## src/sv/cds_pkg.sv

```systemverilog
// ----------------------------------------------------------------------------
// cds_pkg
// Shared types, constants and calendar functions for the date stepper.
// ----------------------------------------------------------------------------
package cds_pkg;

	localparam int DAY_W     = 5;
	localparam int MONTH_W   = 4;
	localparam int YEAR_W    = 14;
	localparam int COUNT_W   = 20;
	localparam int APART_W   = 22;
	localparam int SER_W     = 23;   // day number up to year 16383
	localparam int Q100_W    = 8;    // year / 100
	localparam int R100_W    = 7;    // year % 100
	localparam int S_TDATA_W = 48;
	localparam int M_TDATA_W = 48;

	localparam int MAX_YEAR_DEF = 9999;

	// floor(x / 100) = (x * RECIP_100) >> RECIP_SH for x < 2^15
	localparam int RECIP_100 = 5243;
	localparam int RECIP_SH  = 19;
	localparam int PROD_W    = 27;

	// command codes carried on s_tuser
	typedef enum logic [1:0] {
		OP_LOAD = 2'd0,
		OP_ADD  = 2'd1,
		OP_SUB  = 2'd2,
		OP_DIFF = 2'd3
	} opcode_t;

	typedef struct packed {
		logic [YEAR_W-1:0]  year;
		logic [MONTH_W-1:0] month;
		logic [DAY_W-1:0]   day;
	} date_t;

	// year split as year = 100*q + r
	typedef struct packed {
		logic [Q100_W-1:0] q;
		logic [R100_W-1:0] r;
	} ydiv_t;

	function automatic logic is_leap(input logic [1:0] ylo, input ydiv_t dv);
		logic r_zero;
		r_zero = (dv.r == '0);
		return ((ylo == 2'd0) && !r_zero) || (r_zero && (dv.q[1:0] == 2'd0));
	endfunction

	function automatic logic [DAY_W-1:0] month_len(input logic leap,
			input logic [MONTH_W-1:0] month);
		logic [DAY_W-1:0] len;
		case (month)
			4'd1, 4'd3, 4'd5, 4'd7, 4'd8, 4'd10, 4'd12: len = 5'd31;
			4'd4, 4'd6, 4'd9, 4'd11: len = 5'd30;
			4'd2: len = leap ? 5'd29 : 5'd28;
			default: len = 5'd0;
		endcase
		return len;
	endfunction

	// days in the months before this one
	function automatic logic [8:0] cum_days(input logic leap,
			input logic [MONTH_W-1:0] month);
		logic [8:0] base;
		case (month)
			4'd1:  base = 9'd0;
			4'd2:  base = 9'd31;
			4'd3:  base = 9'd59;
			4'd4:  base = 9'd90;
			4'd5:  base = 9'd120;
			4'd6:  base = 9'd151;
			4'd7:  base = 9'd181;
			4'd8:  base = 9'd212;
			4'd9:  base = 9'd243;
			4'd10: base = 9'd273;
			4'd11: base = 9'd304;
			4'd12: base = 9'd334;
			default: base = 9'd0;
		endcase
		if (leap && (month > 4'd2)) begin
			base = base + 9'd1;
		end
		return base;
	endfunction

endpackage

```

## src/sv/cds_div100.sv

```systemverilog
// ----------------------------------------------------------------------------
// cds_div100
// Two-stage split of a year into year/100 and year%100 by reciprocal multiply.
// ----------------------------------------------------------------------------
module cds_div100
	import cds_pkg::*;
(
	input  logic              clk,
	input  logic [YEAR_W-1:0] year,
	output ydiv_t             dv
);

	logic [PROD_W-1:0] prod;
	logic [Q100_W-1:0] q_s1;
	logic [R100_W-1:0] r_s2;
	logic [YEAR_W-1:0] rem;

	assign prod = PROD_W'(year) * PROD_W'(RECIP_100);
	assign rem  = year - YEAR_W'(q_s1) * YEAR_W'(100);

	always_ff @(posedge clk) begin
		q_s1 <= Q100_W'(prod >> RECIP_SH);
		r_s2 <= rem[R100_W-1:0];
	end

	assign dv.q = q_s1;
	assign dv.r = r_s2;

endmodule

```

## src/sv/cds_serial.sv

```systemverilog
// ----------------------------------------------------------------------------
// cds_serial
// Day number of a date (1/1/0 is day 0), in two passes: year base, then month/day.
// ----------------------------------------------------------------------------
module cds_serial
	import cds_pkg::*;
(
	input  logic             clk,
	input  logic             base_en,   // capture year base this cycle
	input  date_t            date,
	input  ydiv_t            dv,
	output logic [SER_W-1:0] serial
);

	logic [YEAR_W:0]   y_p3;
	logic              r_nz;
	logic              exact400;
	logic [SER_W-1:0]  base_d;
	logic [SER_W-1:0]  base_q;
	logic              leap;

	assign y_p3     = {1'b0, date.year} + (YEAR_W+1)'(3);
	assign r_nz     = (dv.r != '0);
	assign exact400 = !r_nz && (dv.q[1:0] == 2'd0);

	// 365*y + ceil(y/4) - ceil(y/100) + ceil(y/400)
	assign base_d = SER_W'(date.year) * SER_W'(365) + SER_W'(y_p3[YEAR_W:2])
		- SER_W'(dv.q) - SER_W'(r_nz)
		+ SER_W'(dv.q[Q100_W-1:2]) + SER_W'(!exact400);

	always_ff @(posedge clk) begin
		if (base_en) begin
			base_q <= base_d;
		end
	end

	assign leap   = is_leap(date.year[1:0], dv);
	assign serial = base_q + SER_W'(cum_days(leap, date.month)) + SER_W'(date.day)
		- SER_W'(1);

endmodule

```

## src/sv/calendar_date_stepper.sv

```systemverilog
// ----------------------------------------------------------------------------
// calendar_date_stepper
// Gregorian date register with load, add/subtract days and day distance.
// ----------------------------------------------------------------------------
// Holds one date (reset 1/1/0) and answers one result word per command word.
// The block takes one command at a time: s_tready is high only while idle,
// and a finished result waits in the output register while the next command
// is taken. Load and difference pass the divider and check states, and
// difference then runs the operand and held day-number passes unless the
// operand date is invalid; for add/subtract the day stepper moves the held
// date by one day per clock and stops early at 31/12/MAX_YEAR or 1/1/0. If
// the previous result is still waiting in the output register, the block
// holds in its output state until that word is taken. Year/100 and year%100 of
// the held date are carried as counters so the leap test needs no divider while
// stepping; for an operand year they come from a two-stage reciprocal multiply.
// ----------------------------------------------------------------------------
module calendar_date_stepper
	import cds_pkg::*;
#(
	parameter int MAX_YEAR = MAX_YEAR_DEF
) (
	input  logic                 clk,
	input  logic                 arst_n,
	input  logic                 s_tvalid,
	output logic                 s_tready,
	// in_day[4:0], in_month[8:5], in_year[22:9], step_count[42:23], zero fill
	input  logic [S_TDATA_W-1:0] s_tdata,
	// opcode[1:0]
	input  logic [1:0]           s_tuser,
	output logic                 m_tvalid,
	input  logic                 m_tready,
	// cur_day[4:0], cur_month[8:5], cur_year[22:9], days_apart[44:23], zero fill
	output logic [M_TDATA_W-1:0] m_tdata,
	// error_flag[0]
	output logic [0:0]           m_tuser
);

	localparam logic [YEAR_W-1:0] MaxYear = YEAR_W'(MAX_YEAR);

	typedef enum logic [3:0] {
		S_IDLE, S_DIVQ, S_DIVR, S_CHK, S_UP, S_DN,
		S_SO_A, S_SO_B, S_SH_A, S_SH_B, S_DIFF, S_OUT
	} state_t;

	state_t              state_q;
	opcode_t             op_q;
	date_t               opd_q;          // operand date
	logic [COUNT_W-1:0]  cnt_q;          // days left to step
	date_t               held_q;
	ydiv_t               hdv_q;          // held year split by 100
	logic                err_q;
	logic [APART_W-1:0]  apart_q;
	logic [SER_W-1:0]    so_q;           // operand day number
	logic [SER_W-1:0]    sh_q;           // held day number
	logic                m_tvalid_q;
	logic [M_TDATA_W-1:0] m_tdata_q;
	logic                m_err_q;

	ydiv_t               opd_dv;
	date_t               ser_date;
	ydiv_t               ser_dv;
	logic                ser_base_en;
	logic [SER_W-1:0]    ser_out;

	logic                held_leap;
	logic [DAY_W-1:0]    held_mlen;
	logic [DAY_W-1:0]    prev_mlen;
	logic                at_top;
	logic                at_bottom;
	logic                opd_leap;
	logic                opd_ok;
	logic [SER_W-1:0]    gap_days;

	assign s_tready = (state_q == S_IDLE);

	cds_div100 u_div (
		.clk  (clk),
		.year (opd_q.year),
		.dv   (opd_dv)
	);

	// shared day-number unit: operand first, then held date
	assign ser_base_en = (state_q == S_SO_A) || (state_q == S_SH_A);
	assign ser_date    = ((state_q == S_SO_A) || (state_q == S_SO_B)) ? opd_q : held_q;
	assign ser_dv      = ((state_q == S_SO_A) || (state_q == S_SO_B)) ? opd_dv : hdv_q;

	cds_serial u_ser (
		.clk     (clk),
		.base_en (ser_base_en),
		.date    (ser_date),
		.dv      (ser_dv),
		.serial  (ser_out)
	);

	// stepper decode on the held date
	assign held_leap = is_leap(held_q.year[1:0], hdv_q);
	assign held_mlen = month_len(held_leap, held_q.month);
	assign prev_mlen = month_len(held_leap, held_q.month - MONTH_W'(1));
	assign at_top    = (held_q.year == MaxYear) && (held_q.month == MONTH_W'(12))
		&& (held_q.day == DAY_W'(31));
	assign at_bottom = (held_q.year == '0) && (held_q.month == MONTH_W'(1))
		&& (held_q.day == DAY_W'(1));

	// operand check, valid once the divider has settled
	assign opd_leap = is_leap(opd_q.year[1:0], opd_dv);
	assign opd_ok   = (opd_q.month >= MONTH_W'(1)) && (opd_q.month <= MONTH_W'(12))
		&& (opd_q.year <= MaxYear) && (opd_q.day >= DAY_W'(1))
		&& (opd_q.day <= month_len(opd_leap, opd_q.month));

	assign gap_days = (so_q > sh_q) ? (so_q - sh_q) : (sh_q - so_q);

	always_ff @(posedge clk or negedge arst_n) begin
		if (!arst_n) begin
			state_q      <= S_IDLE;
			op_q         <= OP_LOAD;
			opd_q        <= '0;
			cnt_q        <= '0;
			held_q.year  <= '0;
			held_q.month <= MONTH_W'(1);
			held_q.day   <= DAY_W'(1);
			hdv_q        <= '0;
			err_q        <= 1'b0;
			apart_q      <= '0;
			so_q         <= '0;
			sh_q         <= '0;
			m_tvalid_q   <= 1'b0;
			m_tdata_q    <= '0;
			m_err_q      <= 1'b0;
		end else begin
			// the output state drives valid itself
			if (m_tready && (state_q != S_OUT)) begin
				m_tvalid_q <= 1'b0;
			end
			case (state_q)
				S_IDLE: begin
					if (s_tvalid) begin
						op_q        <= opcode_t'(s_tuser);
						opd_q.day   <= s_tdata[4:0];
						opd_q.month <= s_tdata[8:5];
						opd_q.year  <= s_tdata[22:9];
						cnt_q       <= s_tdata[42:23];
						err_q       <= 1'b0;
						apart_q     <= '0;
						case (opcode_t'(s_tuser))
							OP_ADD:  state_q <= S_UP;
							OP_SUB:  state_q <= S_DN;
							default: state_q <= S_DIVQ;
						endcase
					end
				end
				S_DIVQ: state_q <= S_DIVR;
				S_DIVR: state_q <= S_CHK;
				S_CHK: begin
					if (op_q == OP_LOAD) begin
						if (opd_ok) begin
							held_q <= opd_q;
							hdv_q  <= opd_dv;
						end else begin
							held_q.year  <= '0;
							held_q.month <= MONTH_W'(1);
							held_q.day   <= DAY_W'(1);
							hdv_q        <= '0;
							err_q        <= 1'b1;
						end
						state_q <= S_OUT;
					end else if (opd_ok) begin
						state_q <= S_SO_A;
					end else begin
						err_q   <= 1'b1;
						state_q <= S_OUT;
					end
				end
				S_UP: begin
					if (cnt_q == '0) begin
						state_q <= S_OUT;
					end else if (at_top) begin
						err_q   <= 1'b1;
						state_q <= S_OUT;
					end else begin
						cnt_q <= cnt_q - COUNT_W'(1);
						if (held_q.day < held_mlen) begin
							held_q.day <= held_q.day + DAY_W'(1);
						end else begin
							held_q.day <= DAY_W'(1);
							if (held_q.month < MONTH_W'(12)) begin
								held_q.month <= held_q.month + MONTH_W'(1);
							end else begin
								held_q.month <= MONTH_W'(1);
								held_q.year  <= held_q.year + YEAR_W'(1);
								if (hdv_q.r == R100_W'(99)) begin
									hdv_q.r <= '0;
									hdv_q.q <= hdv_q.q + Q100_W'(1);
								end else begin
									hdv_q.r <= hdv_q.r + R100_W'(1);
								end
							end
						end
					end
				end
				S_DN: begin
					if (cnt_q == '0) begin
						state_q <= S_OUT;
					end else if (at_bottom) begin
						err_q   <= 1'b1;
						state_q <= S_OUT;
					end else begin
						cnt_q <= cnt_q - COUNT_W'(1);
						if (held_q.day > DAY_W'(1)) begin
							held_q.day <= held_q.day - DAY_W'(1);
						end else if (held_q.month > MONTH_W'(1)) begin
							held_q.month <= held_q.month - MONTH_W'(1);
							held_q.day   <= prev_mlen;
						end else begin
							held_q.month <= MONTH_W'(12);
							held_q.day   <= DAY_W'(31);
							held_q.year  <= held_q.year - YEAR_W'(1);
							if (hdv_q.r == '0) begin
								hdv_q.r <= R100_W'(99);
								hdv_q.q <= hdv_q.q - Q100_W'(1);
							end else begin
								hdv_q.r <= hdv_q.r - R100_W'(1);
							end
						end
					end
				end
				S_SO_A: state_q <= S_SO_B;
				S_SO_B: begin
					so_q    <= ser_out;
					state_q <= S_SH_A;
				end
				S_SH_A: state_q <= S_SH_B;
				S_SH_B: begin
					sh_q    <= ser_out;
					state_q <= S_DIFF;
				end
				S_DIFF: begin
					apart_q <= gap_days[APART_W-1:0];
					state_q <= S_OUT;
				end
				S_OUT: begin
					// wait for the output register to free up
					if (!m_tvalid_q || m_tready) begin
						m_tvalid_q <= 1'b1;
						m_tdata_q  <= M_TDATA_W'({apart_q, held_q.year, held_q.month,
							held_q.day});
						m_err_q    <= err_q;
						state_q    <= S_IDLE;
					end
				end
				default: state_q <= S_IDLE;
			endcase
		end
	end

	assign m_tvalid   = m_tvalid_q;
	assign m_tdata    = m_tdata_q;
	assign m_tuser[0] = m_err_q;

`ifndef NO_ASSERTIONS
	// held date always carries a real month
	a_month_range: assert property (@(posedge clk) disable iff (!arst_n)
		(held_q.month >= MONTH_W'(1)) && (held_q.month <= MONTH_W'(12)))
		else $error("held month out of range");

	// century counters track the held year
	a_year_split: assert property (@(posedge clk) disable iff (!arst_n)
		(hdv_q.r < R100_W'(100)) &&
		(YEAR_W'(hdv_q.q) * YEAR_W'(100) + YEAR_W'(hdv_q.r) == held_q.year))
		else $error("year/100 counters out of step with held year");

	// a result only appears out of the output state
	a_result_src: assert property (@(posedge clk) disable iff (!arst_n)
		$rose(m_tvalid_q) |-> $past(state_q == S_OUT))
		else $error("result word raised outside output state");

	// stepping never moves the held date past the upper limit
	a_year_limit: assert property (@(posedge clk) disable iff (!arst_n)
		held_q.year <= MaxYear)
		else $error("held year above limit");
`endif

endmodule

```

## config.mk

```make
export PLATFORM = sky130hd
export DESIGN_NAME = calendar_date_stepper
export DESIGN_NICKNAME = d
export VERILOG_FILES = /design/src/sv/cds_pkg.sv /design/src/sv/cds_div100.sv /design/src/sv/cds_serial.sv /design/src/sv/calendar_date_stepper.sv
export SDC_FILE = /design/constraint.sdc
export NUM_CORES = 1
export LEC_CHECK = 0
export BUFFER_PORTS_ARGS = -buffer_cell sky130_fd_sc_hd__clkbuf_2
export CAP_MARGIN = 15
export CELL_PAD_IN_SITES_DETAIL_PLACEMENT = 1
export CELL_PAD_IN_SITES_GLOBAL_PLACEMENT = 1
export CORE_UTILIZATION = 54
export CTS_BUF_LIST = sky130_fd_sc_hd__clkbuf_16
export CTS_CLUSTER_DIAMETER = 120
export DETAILED_ROUTE_END_ITERATION = 12
export GPL_TIMING_DRIVEN = 0
export PLACE_DENSITY_LB_ADDON = 0.1
export RECOVER_POWER = 50
export SYNTH_ARGS = -nofsm -noshare
export SYNTH_HDL_FRONTEND = slang
export SYNTH_SLANG_ARGS = --single-unit
```

## constraint.sdc

```tcl
create_clock -name clk -period 17.52 [get_ports clk]
set_input_delay 3.504 -clock clk [delete_from_list [all_inputs] [get_ports clk]]
set_output_delay 3.504 -clock clk [all_outputs]
set_load 0.02 [all_outputs]
```

# Yosys cells after proc, flatten, opt, wreduce, memory -nomap -nowiden
# Memory sizes are Yosys's and may differ from the RTL's.
# Index checks and enable logic that the tools add are counted.
# word_totals
regBits	241
romBits	144
inputBits	54
out_inout_bits	51
wordCells	262
memories	1
# classes
add_sub_neg	24
multipliers	3
magnitude_cmp	11
n_eq_ne	72
n_mux	67
reduce_logical	63
# memory_table
memory	words	width	rd	rd_ports_with_merged_regs	wr	line_no	text
(name not given)	16	9	1	0	0	cds_pkg.sv:67	case (month)
# op_table
op	count
2-to-1 mux 15 bit	11
2-to-1 mux 23 bit	7
2-to-1 mux 20 bit	5
equality test 4 bit (second input constant)	19
case mux 23 bit (3 select lines)	1
equality test 4 x 3 -> 1 bit (second input constant)	16
case mux 20 bit (3 select lines)	1
case mux 4 bit (12 select lines)	1
case mux 15 bit (3 select lines)	1
case mux 5 bit (3 select lines)	3
2-to-1 mux 22 bit	2
case mux 22 bit (2 select lines)	1
subtractor 22 bit	2
2-to-1 mux 18 bit	2
2-to-1 mux 4 bit	9
equality test 4 x 2 -> 1 bit (second input constant)	8
inequality test 2 bit (second input constant)	16
2-to-1 mux 14 bit	2
multiplier 14 x 13 -> 27 bit (second input constant)	1
adder 23 x 1 -> 23 bit	1
adder 23 x 13 -> 23 bit	1
adder 23 x 5 -> 23 bit	1
adder 23 x 6 -> 23 bit	1
adder 23 x 9 -> 23 bit	1
67 further kinds	127

# Longest topological paths before layout
# logic_depth
word_depth	12
mapped_depth	35
depth_no_buf	29

# By module
# A second synthesis with hierarchy kept.
# unflattened
hier_cells	2637
hier_area_um2	24518.5
# modules_own_cells
module	n_inst	cells_per_inst	area_per_inst_um2	seq_area_each_um2
calendar_date_stepper	1	1464	13528.0	5082.4
cds_serial	1	777	7023.0	690.7
cds_div100	1	396	3967.6	300.3

# Worst setup path before layout
# OpenSTA, ideal clock, no wires.
# synth_path
path_type	reg-to-reg
start	register state_q[2]
end	register u_ser.base_q[21], data pin
setup_time_ns	0.266
arrival_time_ns	7.279
setup_slack_ns	9.975
path_stages_with_launch	34
period_less_slack_ns	7.545
cell_sequence	dfrtp_1 > clkbuf_1 > nor2b_1 > nand2_1 > buf_2 > clkbuf_1 > buf_2 > buf_1 > buf_1 > nor2_1 > a21oi_1 > inv_1 > ha_1 > and2_1 > and3_1 > nand3_1 > xnor2_1 > ha_1 > ha_1 > fa_1 > inv_1 > fa_1 > fa_1 > inv_1 > ha_1 > a21o_1 > o21ai_0 > nand2b_1 > a31oi_1 > o21ai_0 > a21oi_1 > nor2b_1 > o41ai_1 > xnor2_1
# synth_via
elab_chain_len	9
word_cells_on_any_way	17
classes_between	add/sub (6); mul (1); eq/ne (2); mux (2); reduce/logical (6)
# synth_rtl
element	line_no	text
from (decl)	calendar_date_stepper.sv:45	state_t state_q;
from (signal assigned)	calendar_date_stepper.sv:114	state_q <= S_IDLE;
from (signal assigned)	calendar_date_stepper.sv:145	OP_ADD: state_q <= S_UP;
from (signal assigned)	calendar_date_stepper.sv:146	OP_SUB: state_q <= S_DN;
equality test 4 x 3 -> 1 bit	calendar_date_stepper.sv:84, calendar_date_stepper.sv:85	
logical OR 1 bit *	calendar_date_stepper.sv:84, calendar_date_stepper.sv:85	
2-to-1 mux 23 bit	calendar_date_stepper.sv:84	assign ser_date = ((state_q == S_SO_A) || (state_q == S_SO_B)) ? opd_q : held_q;
multiplier 14 x 9 -> 23 bit or adder 14 x 2 -> 15 bit (tied branches)	cds_serial.sv:27, cds_serial.sv:22	
adder 23 x 13 -> 23 bit	cds_serial.sv:27	assign base_d = SER_W'(date.year) * SER_W'(365) + SER_W'(y_p3[YEAR_W:2])
subtractor 23 x 8 -> 23 bit	cds_serial.sv:28	- SER_W'(dv.q) - SER_W'(r_nz)
subtractor 23 x 1 -> 23 bit	cds_serial.sv:28	
adder 23 x 6 -> 23 bit	cds_serial.sv:29	+ SER_W'(dv.q[Q100_W-1:2]) + SER_W'(!exact400);
adder 23 x 1 -> 23 bit *	cds_serial.sv:29	
named net u_ser.base_d[21]	cds_serial.sv:18	logic [SER_W-1:0] base_d;
to (signal assigned)	cds_serial.sv:33	base_q <= base_d;
to (decl)	cds_serial.sv:19	logic [SER_W-1:0] base_q;
# Mark *: on every way through the listed nets, which the timed path passes. The rest lies on a longest branch.
# A chain may end at the register's enable or synchronous reset.

# Final worst setup path
# layout_path
start	register state_q[3]
end	register u_ser.base_q[21], data pin
# The elaborated chain is that of the path after synthesis.

==> impl_results.rst <==
.. list-table::
   :header-rows: 1

   * - Metric
     - Value
   * - Result of the run
     - complete, but fails checks
   * - Failing checks
     - max-capacitance violations, max-slew violations
   * - Post-Layout Inst Area
     - 25600 um^2
   * - Proportion of synthesized chip area in sequential cells
     - 25.8%
   * - Final worst hold slack
     - approximately 0.50 ns
   * - Vias per inst
     - about 6
   * - Hold Fails Final Rpt
     - 0
   * - Async set-or-reset flop fraction in the synthesized netlist
     - a little over four fifths
   * - Clock transition at path regs
     - roughly 0.06 ns
   * - Vias in the first global route
     - between 20000 and 25000
   * - Initial cell density of the core
     - 54.7%
   * - Cell Rows
     - 76
   * - Startpoint kind of the worst setup timing path
     - register
   * - Height of the die
     - 211 um
   * - Final ANT Viol Nets
     - 0
   * - Count of boundary I/O pins
     - between 100 and 150
   * - Synthesized instance count
     - 2583
   * - Sum of negative setup slack
     - 0 ns
   * - Yosys Warn Count
     - 0
   * - Setup Buffers After CTS
     - 0
   * - Overall die area
     - roughly 44000 um^2
   * - Count of state elements after synthesis
     - 241
   * - Number of remaining DRC errors
     - 0
   * - Synth-to-layout area growth
     - 8.71%
   * - All-layer global routing usage
     - between 30% and 40%
   * - Max Clock Freq
     - ~0.1 GHz
   * - EDFF count, synth
     - 23
   * - Fill cell total of the finished layout
     - ~5100
   * - Stage delay of the slowest cell on the critical path
     - around 0.60 ns
   * - Period Utilization, post-route
     - a little under three fifths
   * - Number of detailed-route iterations in the first pass
     - 5
   * - Max Cap Violations
     - 1
   * - Num CTS Buffers
     - 26
   * - RSZ-0062 raised after global routing
     - no
   * - Required arrival time at the worst endpoint
     - around 18 ns
   * - Pin count of the biggest net entering global routing
     - ~120
   * - Routability congestion estimate from global placement
     - 0.902
   * - # port buffers
     - 96
   * - Die Width
     - roughly 210 um
   * - Final Critical Period
     - around 10 ns
   * - Most frequent CP cell
     - sky130_fd_sc_hd__clkbuf_1
   * - Kind of capture point of the worst setup path
     - register
   * - Resized cells post-CTS
     - 0
   * - Violation count after the first detailed-route iteration
     - ~1100
   * - Max-slew violation count
     - 87
   * - Headroom to the max-slew limit
     - -242%
   * - Share of post-route cells with drive strength above 1
     - 9.09%
   * - Cell area after placement
     - around 25000 um^2
   * - Post-Syn Area per Cell
     - just over 9 um^2
   * - Ys flop type
     - sky130_fd_sc_hd__dfrtp_1
   * - Max clock buf depth
     - 3
   * - Number of different library cells in the post-synthesis netlist
     - about 80
   * - Core region area
     - ~43000 um^2
   * - WL/cell
     - 21.7 um
   * - Critical Path AT
     - 10.26 ns
   * - Clock tree from TritonCTS
     - built
   * - Post-synthesis cell area
     - 23600 um^2
   * - Antenna violations before repair
     - 0
   * - Slew @ Worst Pin
     - between 5 and 6 ns
   * - Number of sinks driven by the clock tree
     - 241
   * - Wire length of the first global-routing pass
     - 116000 um
   * - Clk_lat worst skew
     - between 0.5 and 0.6 ns
   * - Total overflow reported by the global router
     - 0
   * - Antenna Cells
     - 0
   * - Final setup violating endpoints
     - 0
   * - Number of vias after detailed routing
     - 19500
   * - Worst min-delay path class
     - reg2reg
   * - Cell type of the slowest stage on the worst timing path
     - sky130_fd_sc_hd__clkbuf_1
   * - Clock root cell
     - sky130_fd_sc_hd__clkbuf_16
   * - Setup CP Type
     - reg2reg
   * - Final Skew
     - 0.0138 ns
   * - H-tree level count
     - 1
   * - HPWL Detailed
     - approximately 58000 um
   * - Total of hold buffers inserted after clock tree synthesis
     - 0
   * - Critical-path maximum fanout
     - 10
   * - Drt total wl
     - between 70000 and 80000 um
   * - Final #Nets
     - 3255
[critical path: cells and delay by family, from the launching register on]
| kind | cells | cell delay [ns] |
|---|---|---|
| AND/OR/NAND/NOR | 8 | 1.40 |
| flip-flops | 1 | 0.33 |
| adder cells (fa/ha/maj) | 7 | 2.81 |
| buffers and inverters | 10 | 3.30 |
| XOR/XNOR | 2 | 0.23 |
| AO/OA/AOI/OAI | 6 | 1.61 |
[path summary, 6_finish.rpt]
check / from / slack [ns] / cells past startpoint / endpoint
max: state_q[3]$_DFFE_PN0P_ / 7.57 / 33 / u_ser.base_q[21]$_DFFE_PP_
min: err_q$_DFFE_PN0P_ / 0.50 / 1 / err_q$_DFFE_PN0P_
max reg2reg: state_q[3]$_DFFE_PN0P_ / 7.57 / 33 / u_ser.base_q[21]$_DFFE_PP_
min reg2reg: err_q$_DFFE_PN0P_ / 0.50 / 1 / err_q$_DFFE_PN0P_
max in group asynchronous: arst_n / 9.81 / 1 / hdv_q[12]$_DFFE_PN0P_
min in group asynchronous: arst_n / 4.79 / 1 / cnt_q[15]$_DFFE_PN0P_
[placed cells by master (no fill, tap or decap), types with 10 or more instances in the layout]
cell type,count
sky130_fd_sc_hd__a211oi_1,17
sky130_fd_sc_hd__a21o_1,46
sky130_fd_sc_hd__a21oi_1,176
sky130_fd_sc_hd__a22oi_1,19
sky130_fd_sc_hd__a31oi_1,24
sky130_fd_sc_hd__and3_1,16
sky130_fd_sc_hd__clkbuf_1,80
sky130_fd_sc_hd__clkbuf_16,28
sky130_fd_sc_hd__clkbuf_2,96
sky130_fd_sc_hd__dfrtp_1,201
sky130_fd_sc_hd__dfxtp_1,15
sky130_fd_sc_hd__edfxtp_1,23
sky130_fd_sc_hd__fa_1,147
sky130_fd_sc_hd__ha_1,342
sky130_fd_sc_hd__inv_1,401
sky130_fd_sc_hd__mux2_2,80
sky130_fd_sc_hd__mux2i_1,26
sky130_fd_sc_hd__nand2_1,162
sky130_fd_sc_hd__nand2b_1,19
sky130_fd_sc_hd__nand3_1,56
sky130_fd_sc_hd__nand4_1,16
sky130_fd_sc_hd__nor2_1,141
sky130_fd_sc_hd__nor2b_1,17
sky130_fd_sc_hd__nor3_1,48
sky130_fd_sc_hd__nor4_1,14
sky130_fd_sc_hd__o211ai_1,11
sky130_fd_sc_hd__o21a_1,22
sky130_fd_sc_hd__o21ai_0,181
sky130_fd_sc_hd__o22ai_1,10
sky130_fd_sc_hd__o31ai_1,10
sky130_fd_sc_hd__or3_1,12
sky130_fd_sc_hd__xnor2_1,85
sky130_fd_sc_hd__xor2_1,33
[layout make-up]
type,instances,area (um^2),area share [%]
clock buffer,28,701,2.74
multi-input combinational,1848,15600,60.8
clock inverter,17,111,0.435
timing repair buffer,99,514,2.01
sequential,241,6070,23.7
buffer,96,407,1.59
tap,585,732,2.86
inverter,400,1500,5.86
[cell usage after synthesis, types with 22 or more instances]
| cell | n | share of area [%] |
|---|---|---|
| sky130_fd_sc_hd__inv_1 | 399 | 6.4 |
| sky130_fd_sc_hd__ha_1 | 342 | 18 |
| sky130_fd_sc_hd__dfrtp_1 | 201 | 21 |
| sky130_fd_sc_hd__o21ai_0 | 182 | 3.9 |
| sky130_fd_sc_hd__a21oi_1 | 176 | 3.7 |
| sky130_fd_sc_hd__nand2_1 | 162 | 2.6 |
| sky130_fd_sc_hd__fa_1 | 147 | 12 |
| sky130_fd_sc_hd__nor2_1 | 140 | 2.2 |
| sky130_fd_sc_hd__xnor2_1 | 85 | 3.2 |
| sky130_fd_sc_hd__mux2_2 | 81 | 3.9 |
| sky130_fd_sc_hd__clkbuf_1 | 71 | 1.1 |
| sky130_fd_sc_hd__nand3_1 | 56 | 1.2 |
| sky130_fd_sc_hd__nor3_1 | 48 | 1.0 |
| sky130_fd_sc_hd__a21o_1 | 46 | 1.5 |
| sky130_fd_sc_hd__xor2_1 | 33 | 1.2 |
| sky130_fd_sc_hd__mux2i_1 | 26 | 1.1 |
| sky130_fd_sc_hd__a31oi_1 | 24 | 0.64 |
| sky130_fd_sc_hd__edfxtp_1 | 23 | 2.9 |
| sky130_fd_sc_hd__o21a_1 | 22 | 0.70 |
[sequential cells by signal (all words and copies together), names as in the netlist]
| signal | cells |
|---|---|
| held_q | 23 |
| so_q | 23 |
| u_ser.base_q | 23 |
| sh_q | 23 |
| m_tvalid | 1 |
| u_div.q_s1 | 8 |
| u_div.r_s2 | 7 |
| hdv_q | 15 |
| apart_q | 22 |
| state_q | 4 |
| m_tuser | 1 |
| op_q | 2 |
| opd_q | 23 |
| err_q | 1 |
| cnt_q | 20 |
| m_tdata | 45 |
[cell families after synthesis]
logic type	count (synthesis)	synth area share (%)
multiplexers	109	5.10
XOR/XNOR	118	4.39
adder cells (fa/ha/maj)	489	30.6
other	1	0.0159
buffers and inverters	496	8.11
AO/OA/AOI/OAI	594	15.3
AND/OR/NAND/NOR	535	10.7
flip-flops	241	25.8
[through the flow]
stage | setup slack [ns] | util, % | instances
floorplan | 9.98 | - | 2585
global placement | 8.15 | 57.5 | 3266
detailed placement | 8.06 | 57.7 | 3268
CTS | 8.01 | 59.5 | 3313
global route | 7.02 | 59.5 | 3314
finish | 7.57 | 59.5 | 3314
[layer usage]
metal	vias to the layer above	share of wire, %	global-route usage (%)
li1	9055	-	-
met1	9856	43	41.5
met2	461	50	59.2
met3	130	4.1	3.21
met4	0	3.1	11.0
met5	-	0	0
Power is left out: the tool's default activity adds up to more than one toggle a clock period on the data nets, which glitch-free logic cannot reach.
